## src/design/pdg_pkg.sv

```systemverilog
// Shared types and constants for the pixel difference gate.
`timescale 1ns / 1ps
package pdg_pkg;

    localparam int CHAN_W     = 8;
    localparam int THR_W      = 17;
    localparam int ROW_W      = 15;
    localparam int CNT_W      = 29;
    localparam int PROD_W     = THR_W + CNT_W;
    localparam int FRAC_W     = 16;
    localparam int NUM_CHAN   = 4;
    localparam int PIX_W      = 2 * NUM_CHAN * CHAN_W;
    localparam int OUT_W      = 64;
    localparam int CFG_IDX_W  = 2;
    localparam int CFG_DATA_W = THR_W;
    localparam int FIFO_DEPTH = 4;
    localparam int FIFO_PTR_W = $clog2(FIFO_DEPTH);
    localparam int FIFO_CNT_W = $clog2(FIFO_DEPTH + 1);

    localparam logic [ROW_W-1:0] MAX_DIM = ROW_W'(16384);
    localparam logic [ROW_W-1:0] ROW_MAX = {ROW_W{1'b1}};
    localparam logic [CNT_W-1:0] CNT_MAX = {CNT_W{1'b1}};

    localparam logic [CHAN_W-1:0] TOL_RESET  = CHAN_W'(2);
    localparam logic [THR_W-1:0]  THR_RESET  = THR_W'(655);
    localparam logic [ROW_W-1:0]  FOLD_RESET = ROW_W'(16384);

    typedef enum logic [CFG_IDX_W-1:0] {
        CFG_TOLERANCE = 2'd0,
        CFG_THRESHOLD = 2'd1,
        CFG_FOLD      = 2'd2,
        CFG_UNUSED    = 2'd3
    } t_cfg_idx;

    // One classified pixel, passed from front to back.
    typedef struct packed {
        logic counted;   // row is above the fold
        logic differs;   // some channel out of tolerance
        logic last;      // image end
    } t_pix_rec;

endpackage

```

## src/design/pixel_diff_gate.sv

```systemverilog
// Top level of the pixel difference gate: config registers and stream wiring.
`timescale 1ns / 1ps
// Compares aligned RGBA reference/candidate pixel pairs at one pixel beat per
// clock. A pixel counts as different when any channel's absolute difference
// exceeds channel_tolerance; only rows below min(fold_height, 16384) are
// counted. The beat flagged with tlast (image end) produces one result beat
// holding the differing count, the compared count and a pass flag
// (diff * 65536 <= threshold_q16 * total, or nothing compared), and clears
// the counters. The front classifies each beat in the cycle it arrives and
// feeds a four-entry queue; the back counts one entry per cycle, holding an
// image-end entry while the capture stage is full and cannot advance, and
// runs the pass check through three registered stages (capture, multiply,
// compare). Output stalls back up through the queue before the input tready
// drops. Configuration writes are always accepted and must be made while no
// image is in flight.
module pixel_diff_gate
    import pdg_pkg::*;
(
    input  logic                  i_clk,
    input  logic                  i_rst_n,
    input  logic                  s_axis_tvalid,
    output logic                  s_axis_tready,
    // ref_red, ref_green, ref_blue, ref_alpha, cand_red, cand_green, cand_blue, cand_alpha
    input  logic [PIX_W-1:0]      s_axis_tdata,
    // row_end
    input  logic                  s_axis_tuser,
    input  logic                  s_axis_tlast,
    output logic                  m_axis_tvalid,
    input  logic                  m_axis_tready,
    // differing count [28:0], compared count [57:29], passed [58], zero pad
    output logic [OUT_W-1:0]      m_axis_tdata,
    input  logic                  i_cfg_valid,
    output logic                  o_cfg_ready,
    input  logic [CFG_IDX_W-1:0]  i_cfg_index,
    input  logic [CFG_DATA_W-1:0] i_cfg_data
);

    logic [CHAN_W-1:0] r_tolerance;
    logic [THR_W-1:0]  r_threshold;
    logic [ROW_W-1:0]  r_fold;

    logic       q_full, q_push, q_valid, q_pop;
    t_pix_rec   front_rec, q_rec;
    logic [CNT_W-1:0] res_diff, res_total;
    logic       res_passed;
    t_cfg_idx   cfg_idx;

    assign o_cfg_ready = 1'b1;
    assign cfg_idx     = t_cfg_idx'(i_cfg_index);

    always_ff @(posedge i_clk) begin
        if (!i_rst_n) begin
            r_tolerance <= TOL_RESET;
            r_threshold <= THR_RESET;
            r_fold      <= FOLD_RESET;
        end else if (i_cfg_valid) begin
            case (cfg_idx)
                CFG_TOLERANCE: r_tolerance <= i_cfg_data[CHAN_W-1:0];
                CFG_THRESHOLD: r_threshold <= i_cfg_data[THR_W-1:0];
                CFG_FOLD:      r_fold      <= i_cfg_data[ROW_W-1:0];
                default:       ;
            endcase
        end
    end

    pdg_front u_front (
        .i_clk       (i_clk),
        .i_rst_n     (i_rst_n),
        .i_valid     (s_axis_tvalid),
        .o_ready     (s_axis_tready),
        .i_pixels    (s_axis_tdata),
        .i_row_end   (s_axis_tuser),
        .i_image_end (s_axis_tlast),
        .i_tolerance (r_tolerance),
        .i_fold      (r_fold),
        .i_q_full    (q_full),
        .o_push      (q_push),
        .o_rec       (front_rec)
    );

    pdg_queue u_queue (
        .i_clk   (i_clk),
        .i_rst_n (i_rst_n),
        .i_push  (q_push),
        .i_rec   (front_rec),
        .o_full  (q_full),
        .i_pop   (q_pop),
        .o_valid (q_valid),
        .o_rec   (q_rec)
    );

    pdg_back u_back (
        .i_clk       (i_clk),
        .i_rst_n     (i_rst_n),
        .i_valid     (q_valid),
        .i_rec       (q_rec),
        .o_pop       (q_pop),
        .i_threshold (r_threshold),
        .o_valid     (m_axis_tvalid),
        .i_ready     (m_axis_tready),
        .o_diff      (res_diff),
        .o_total     (res_total),
        .o_passed    (res_passed)
    );

    assign m_axis_tdata = {{(OUT_W - 2*CNT_W - 1){1'b0}}, res_passed, res_total, res_diff};

endmodule

```

## src/design/pdg_front.sv

```systemverilog
// Front end: accepts pixel beats, tracks rows and classifies each pixel.
`timescale 1ns / 1ps
module pdg_front
    import pdg_pkg::*;
(
    input  logic                  i_clk,
    input  logic                  i_rst_n,
    input  logic                  i_valid,
    output logic                  o_ready,
    input  logic [PIX_W-1:0]      i_pixels,
    input  logic                  i_row_end,
    input  logic                  i_image_end,
    input  logic [CHAN_W-1:0]     i_tolerance,
    input  logic [ROW_W-1:0]      i_fold,
    input  logic                  i_q_full,
    output logic                  o_push,
    output t_pix_rec              o_rec
);

    logic [ROW_W-1:0] r_row;
    logic [ROW_W-1:0] n_row;
    logic [ROW_W-1:0] fold_eff;
    logic [NUM_CHAN-1:0] chan_over;
    logic [CHAN_W-1:0] ref_c [NUM_CHAN];
    logic [CHAN_W-1:0] cand_c [NUM_CHAN];
    logic [CHAN_W-1:0] adiff [NUM_CHAN];

    assign o_ready  = !i_q_full;
    assign o_push   = i_valid && !i_q_full;
    assign fold_eff = (i_fold > MAX_DIM) ? MAX_DIM : i_fold;

    always_comb begin
        for (int c = 0; c < NUM_CHAN; c++) begin
            ref_c[c]  = i_pixels[c*CHAN_W +: CHAN_W];
            cand_c[c] = i_pixels[(c+NUM_CHAN)*CHAN_W +: CHAN_W];
            adiff[c]  = (ref_c[c] > cand_c[c]) ? (ref_c[c] - cand_c[c])
                                               : (cand_c[c] - ref_c[c]);
            chan_over[c] = adiff[c] > i_tolerance;
        end
    end

    always_comb begin
        o_rec.counted = r_row < fold_eff;
        o_rec.differs = |chan_over;
        o_rec.last    = i_image_end;
    end

    always_comb begin
        n_row = r_row;
        if (o_push) begin
            if (i_image_end) begin
                n_row = '0;
            end else if (i_row_end && r_row != ROW_MAX) begin
                n_row = r_row + ROW_W'(1);
            end
        end
    end

    always_ff @(posedge i_clk) begin
        if (!i_rst_n) begin
            r_row <= '0;
        end else begin
            r_row <= n_row;
        end
    end

endmodule

```

## src/design/pdg_queue.sv

```systemverilog
// Short queue of classified pixels between front and back.
`timescale 1ns / 1ps
module pdg_queue
    import pdg_pkg::*;
(
    input  logic     i_clk,
    input  logic     i_rst_n,
    input  logic     i_push,
    input  t_pix_rec i_rec,
    output logic     o_full,
    input  logic     i_pop,
    output logic     o_valid,
    output t_pix_rec o_rec
);

    t_pix_rec               r_mem [FIFO_DEPTH];
    logic [FIFO_PTR_W-1:0]  r_wr_ptr;
    logic [FIFO_PTR_W-1:0]  r_rd_ptr;
    logic [FIFO_CNT_W-1:0]  r_count;
    logic                   do_pop;

    assign o_full  = r_count == FIFO_CNT_W'(FIFO_DEPTH);
    assign o_valid = r_count != '0;
    assign o_rec   = r_mem[r_rd_ptr];
    assign do_pop  = i_pop && o_valid;

    always_ff @(posedge i_clk) begin
        if (i_push) begin
            r_mem[r_wr_ptr] <= i_rec;
        end
    end

    always_ff @(posedge i_clk) begin
        if (!i_rst_n) begin
            r_wr_ptr <= '0;
            r_rd_ptr <= '0;
            r_count  <= '0;
        end else begin
            if (i_push) begin
                r_wr_ptr <= (r_wr_ptr == FIFO_PTR_W'(FIFO_DEPTH - 1)) ? '0
                                                   : r_wr_ptr + FIFO_PTR_W'(1);
            end
            if (do_pop) begin
                r_rd_ptr <= (r_rd_ptr == FIFO_PTR_W'(FIFO_DEPTH - 1)) ? '0
                                                   : r_rd_ptr + FIFO_PTR_W'(1);
            end
            case ({i_push, do_pop})
                2'b10:   r_count <= r_count + FIFO_CNT_W'(1);
                2'b01:   r_count <= r_count - FIFO_CNT_W'(1);
                default: r_count <= r_count;
            endcase
        end
    end

endmodule

```

## src/design/pdg_back.sv

```systemverilog
// Back end: pixel counters and the pass check pipeline for one image result.
`timescale 1ns / 1ps
module pdg_back
    import pdg_pkg::*;
(
    input  logic             i_clk,
    input  logic             i_rst_n,
    input  logic             i_valid,
    input  t_pix_rec         i_rec,
    output logic             o_pop,
    input  logic [THR_W-1:0] i_threshold,
    output logic             o_valid,
    input  logic             i_ready,
    output logic [CNT_W-1:0] o_diff,
    output logic [CNT_W-1:0] o_total,
    output logic             o_passed
);

    logic [CNT_W-1:0]  r_diff, r_total;
    logic [CNT_W-1:0]  n_diff, n_total;

    logic              r_s1_valid;
    logic [CNT_W-1:0]  r_s1_diff, r_s1_total;
    logic              r_s2_valid;
    logic [CNT_W-1:0]  r_s2_diff, r_s2_total;
    logic [PROD_W-1:0] r_s2_prod;
    logic              r_o_valid;
    logic [CNT_W-1:0]  r_o_diff, r_o_total;
    logic              r_o_passed;

    logic out_free, s2_free, s1_free, s2_adv, s1_adv, take, take_last;
    logic [PROD_W-1:0] lhs;

    assign out_free  = !r_o_valid || i_ready;
    assign s2_adv    = r_s2_valid && out_free;
    assign s2_free   = !r_s2_valid || out_free;
    assign s1_adv    = r_s1_valid && s2_free;
    assign s1_free   = !r_s1_valid || s2_free;
    assign o_pop     = i_valid && (!i_rec.last || s1_free);
    assign take      = o_pop;
    assign take_last = take && i_rec.last;

    // counts after this pixel, saturating
    always_comb begin
        n_diff  = r_diff;
        n_total = r_total;
        if (i_rec.counted) begin
            if (r_total != CNT_MAX) begin
                n_total = r_total + CNT_W'(1);
            end
            if (i_rec.differs && r_diff != CNT_MAX) begin
                n_diff = r_diff + CNT_W'(1);
            end
        end
    end

    always_ff @(posedge i_clk) begin
        if (!i_rst_n) begin
            r_diff  <= '0;
            r_total <= '0;
        end else if (take) begin
            r_diff  <= i_rec.last ? '0 : n_diff;
            r_total <= i_rec.last ? '0 : n_total;
        end
    end

    // diff * 2^16 against threshold * total
    assign lhs = {{(PROD_W-CNT_W-FRAC_W){1'b0}}, r_s2_diff, {FRAC_W{1'b0}}};

    always_ff @(posedge i_clk) begin
        if (take_last) begin
            r_s1_diff  <= n_diff;
            r_s1_total <= n_total;
        end
        if (s1_adv) begin
            r_s2_diff  <= r_s1_diff;
            r_s2_total <= r_s1_total;
            r_s2_prod  <= PROD_W'(i_threshold) * PROD_W'(r_s1_total);
        end
        if (s2_adv) begin
            r_o_diff   <= r_s2_diff;
            r_o_total  <= r_s2_total;
            r_o_passed <= (r_s2_total == '0) || (lhs <= r_s2_prod);
        end
    end

    always_ff @(posedge i_clk) begin
        if (!i_rst_n) begin
            r_s1_valid <= 1'b0;
            r_s2_valid <= 1'b0;
            r_o_valid  <= 1'b0;
        end else begin
            if (take_last) begin
                r_s1_valid <= 1'b1;
            end else if (s1_adv) begin
                r_s1_valid <= 1'b0;
            end
            if (s1_adv) begin
                r_s2_valid <= 1'b1;
            end else if (s2_adv) begin
                r_s2_valid <= 1'b0;
            end
            if (s2_adv) begin
                r_o_valid <= 1'b1;
            end else if (i_ready) begin
                r_o_valid <= 1'b0;
            end
        end
    end

    assign o_valid  = r_o_valid;
    assign o_diff   = r_o_diff;
    assign o_total  = r_o_total;
    assign o_passed = r_o_passed;

    a_last_loads_s1: assert property (@(posedge i_clk) disable iff (!i_rst_n)
        take_last |=> r_s1_valid)
        else $error("image end beat did not load the result stage");

    a_counters_clear: assert property (@(posedge i_clk) disable iff (!i_rst_n)
        take_last |=> (r_diff == '0 && r_total == '0))
        else $error("counters not cleared after image end");

    a_diff_le_total: assert property (@(posedge i_clk) disable iff (!i_rst_n)
        r_diff <= r_total)
        else $error("differing count exceeds compared count");

    a_s2_holds: assert property (@(posedge i_clk) disable iff (!i_rst_n)
        (r_s2_valid && !out_free) |=> (r_s2_valid && $stable(r_s2_prod)))
        else $error("product stage lost data under output stall");

endmodule
```

## config.mk

```make
export PLATFORM = sky130hd
export DESIGN_NAME = pixel_diff_gate
export DESIGN_NICKNAME = d
export VERILOG_FILES = /design/src/design/pdg_pkg.sv /design/src/design/pixel_diff_gate.sv /design/src/design/pdg_front.sv /design/src/design/pdg_queue.sv /design/src/design/pdg_back.sv
export SDC_FILE = /design/constraint.sdc
export NUM_CORES = 2
export LEC_CHECK = 0
export ABC_AREA = 1
export BUFFER_PORTS_ARGS = -buffer_cell sky130_fd_sc_hd__buf_2
export CAP_MARGIN = 10
export CORE_MARGIN = 1.5
export CORE_UTILIZATION = 40
export CTS_CLUSTER_DIAMETER = 50
export CTS_CLUSTER_SIZE = 12
export DETAILED_ROUTE_END_ITERATION = 8
export PLACE_DENSITY = 0.62
export SYNTH_ARGS = -nofsm -noshare
export SYNTH_HDL_FRONTEND = slang
export SYNTH_SLANG_ARGS = --single-unit
```

## constraint.sdc

```tcl
create_clock -name i_clk -period 7.5 [get_ports i_clk]
set_input_delay 1.125 -clock i_clk [delete_from_list [all_inputs] [get_ports i_clk]]
set_output_delay 1.125 -clock i_clk [all_outputs]
set_load 0.05 [all_outputs]
```

==> metrics.md <==
| Metric | Value |
|---|---|
| Setup crit start kind | `flip-flop` |
| Register area share after synthesis | `26.5%` |
| Min-delay worst type | `reg -> reg` |
| Outcome | `finished, violations left` |
| CTS tree | `yes` |
| Required time worst endpoint | `7.84 ns` |
| CTS resizes | `0` |
| Synthesized area | `35900 um2` |
| Final Skew | `0.0281 ns` |
| Layout cells sized above 1 | `7.32%` |
| Inserted Diodes | `0` |
| Post-layout nets | `5298` |
| Fin. max-slew vios | `0` |
| Worst-Margin Slew | `1.06 ns` |
| Final RePlAce weighted congestion | `0.934` |
| Global Route Usage Sum | `20.8%` |
| WL final | `92.2 mm` |
| EDFF count, synth | `233` |
| Flip-flop and latch area | `9500 um2` |
| RSZ-0062 raised after global routing | `false` |
| Syn-to-layout area delta | `9.20%` |
| Final core utilization | `44.2%` |
| Total clock buffers created by CTS | `42` |
| Multi-input gate area | `21700 um2` |
| Worst setup slack after placement | `0.968 ns` |
| Synth Warn # | `0` |
| Post-route setup TNS | `0 ns` |
| Vias in the first global route | `28.6k` |
| Wirelength per Cell | `16.1 um` |
| Reg2reg end | `u_back.r_s2_prod[34]` |
| Reg-to-reg critical path startpoint | `u_back.r_s1_total[19]` |
| DR iter-0 viols | `1799` |
| Detailed Routing Iterations Pass 1 | `9` |
| Cells after synthesis | `4445` |
| Most common flop cell mapped by yosys | `edfxtp_1` |
| Asr flop ratio synth | `0%` |
| CTS Hold Bufs | `0` |
| Row count | `109` |
| Global-route wire length before repair | `150 mm` |
| CTS H-tree lvls | `2` |
| Synth top area cells | `fa_1 23%, edfxtp_1 20%, nand2_1 12%, inv_1 11%, ha_1 9.2%` |
| Post-DRT Antenna Nets | `0` |
| FMAX | `0.151 GHz` |
| Clock root buffer master | `clkbuf_16` |
| Critical path class | `reg -> reg` |
| R2r setup slk | `0.86 ns` |
| Number of hold violations in the final report | `0` |
| Worst Hold Depth | `0` |
| Initial Util | `40.5%` |
| Syn_area_per_cell | `8.07 um2` |
| Fillers | `8879` |
| CTS clk-pin slew, worst paths | `0.06 ns` |
| Vias | `28.0k` |
| Core footprint | `88600 um2` |
| CTS max path bufs | `3` |
| Seq cells post-synth | `358` |
| Worst Path Arrival | `6.97 ns` |
| Die W | `302 um` |
| Period utilization | `88.5%` |
| Largest net degree at the start of global routing | `69` |
| Hpwl dp | `73.6 mm` |
| Final setup viols | `0` |
| PortBufs | `150` |
| Worst Setup End Kind | `flip-flop` |
| Full die area | `91500 um2` |
| Clock latency on the worst-skew pair | `0.59 ns` |
| Maxcap violations | `0` |
| Remaining Overflow, GRT | `0` |
| Initial antenna violation count | `1` |
| Final worst-path setup slack | `0.865 ns` |
| Area leader, netlist | `fa_1` |
| Reg2reg path depth | `21` |
| Area share of the largest cell type after synthesis | `23.1%` |
| DRC | `3` |
| Final Critical Period | `6.64 ns` |
| Yosys cell types | `55` |
| Via density | `4.88` |
| Overall die height | `302 um` |
| Rel. slew slack | `29.2%` |
| Post-CTS Setup Inserts | `0` |
| End of the worst hold path | `u_back.r_s2_diff[9]` |
| CTS sink count | `358` |
| Critical path fanouts, max | `18` |
| Failing checks | `design-rule violations` |
| I/O pin total | `157` |
| Worst hold start | `u_back.r_s1_diff[9]` |
-- per-stage QoR --
stage          instances  instance area (um2)  hold WS, ns
4_1_cts             5727                39200        0.417
2_1_floorplan       4449                35900        0.400
6_report            5727                39200        0.415
3_5_place_dp        5652                37800        0.405
5_1_grt             5727                39200        0.421
3_3_place_gp        5652                37800        0.401
-- final cells by class --
cell class / instances / share of cell area, %
clock buffer: 63 / 3.07
inverter: 1053 / 10.1
multi-input combinational: 2868 / 55.5
timing repair buffer: 208 / 3.03
sequential: 358 / 24.3
clock inverter: 12 / 0.358
tap: 1165 / 3.72
-- cell usage in the layout, fill, tap and decap left out, types with 125 or more instances in the layout --
master and n:
o21ai_0 133, dfxtp_1 125, nor2_1 227, edfxtp_1 233
nand2_1 1118, a21oi_1 251, nand3_1 136, buf_2 150
inv_1 1043, fa_1 413, ha_1 264
-- cells by family (layout without fill, tap and decap cells) --
group           after synthesis  count (layout)  synth area share [%]
compound gates              454             454                  6.90
fa+ha+maj                   677             677                  32.3
buf+inv                    1223            1336                  13.1
xor+xnor                     88              88                  2.19
other cells                   2               6                0.0209
flops                       358             358                  26.5
simple gates               1643            1643                  19.0
-- worst max-delay path by stage --
stage / start / endpoint / cells past startpoint
floorplan: u_back.r_s1_total[7] / u_back.r_s2_prod[34] / 23
global placement: u_back.r_s1_total[12] / u_back.r_s2_prod[34] / 22
detailed placement: u_back.r_s1_total[12] / u_back.r_s2_prod[34] / 22
CTS: u_back.r_s1_total[12] / u_back.r_s2_prod[34] / 22
global route: r_threshold[2] / u_back.r_s2_prod[34] / 21
finish: u_back.r_s1_total[19] / u_back.r_s2_prod[34] / 21
-- registers in the layout, summed over array words and instances, names as in the netlist, named ones only --
name,count
r_threshold,17
u_back.r_total,29
u_back.r_s1_valid,1
u_back.r_s2_valid,1
u_back.o_passed,1
u_queue.r_rd_ptr,2
u_back.r_s1_diff,29
u_queue.r_count,3
r_fold,15
u_back.r_s2_diff,29
u_queue.r_wr_ptr,2
u_front.r_row,15
u_back.r_s1_total,29
r_tolerance,8
u_back.o_diff,29
u_back.r_s2_prod,46
u_queue.r_mem,12
u_back.r_s2_total,29
u_back.o_valid,1
u_back.o_total,29
u_back.r_diff,29
-- metal layers --
metal / vias up / GRT usage, % / wire length [um]
met5: - / 0 / 0
met4: 0 / 6.09 / 2820
met3: 135 / 2.98 / 5310
met2: 777 / 34.9 / 42800
met1: 13372 / 27.8 / 41300
li1: 13679 / - / -
-- critical path, stage by stage (launching register included) --
cell      delay (ns)
edfxtp_1        1.00
nand2_1         0.20
fa_1            0.56
fa_1            0.51
fa_1            0.53
inv_1           0.06
fa_1            0.44
fa_1            0.55
inv_1           0.06
fa_1            0.49
inv_1           0.04
ha_1            0.43
nand2_1         0.17
nor2_1          0.26
nand2_1         0.09
inv_1           0.09
nand3_1         0.06
or2_2           0.31
nand3_1         0.24
nand2_1         0.12
nand3_1         0.08
nand2_1         0.06
-- Yosys cell counts, drive strengths merged, types with 43 or more instances --
master,number
xor2,62
a21oi,256
nand2,1138
edfxtp,233
nor2,240
inv,1051
nand3,146
fa,413
clkbuf,135
ha,264
nand4,43
o21ai,135
dfxtp,125
Power is not shown: default switching activity piles up to over one toggle a cycle in this logic, so the estimate is an artifact.
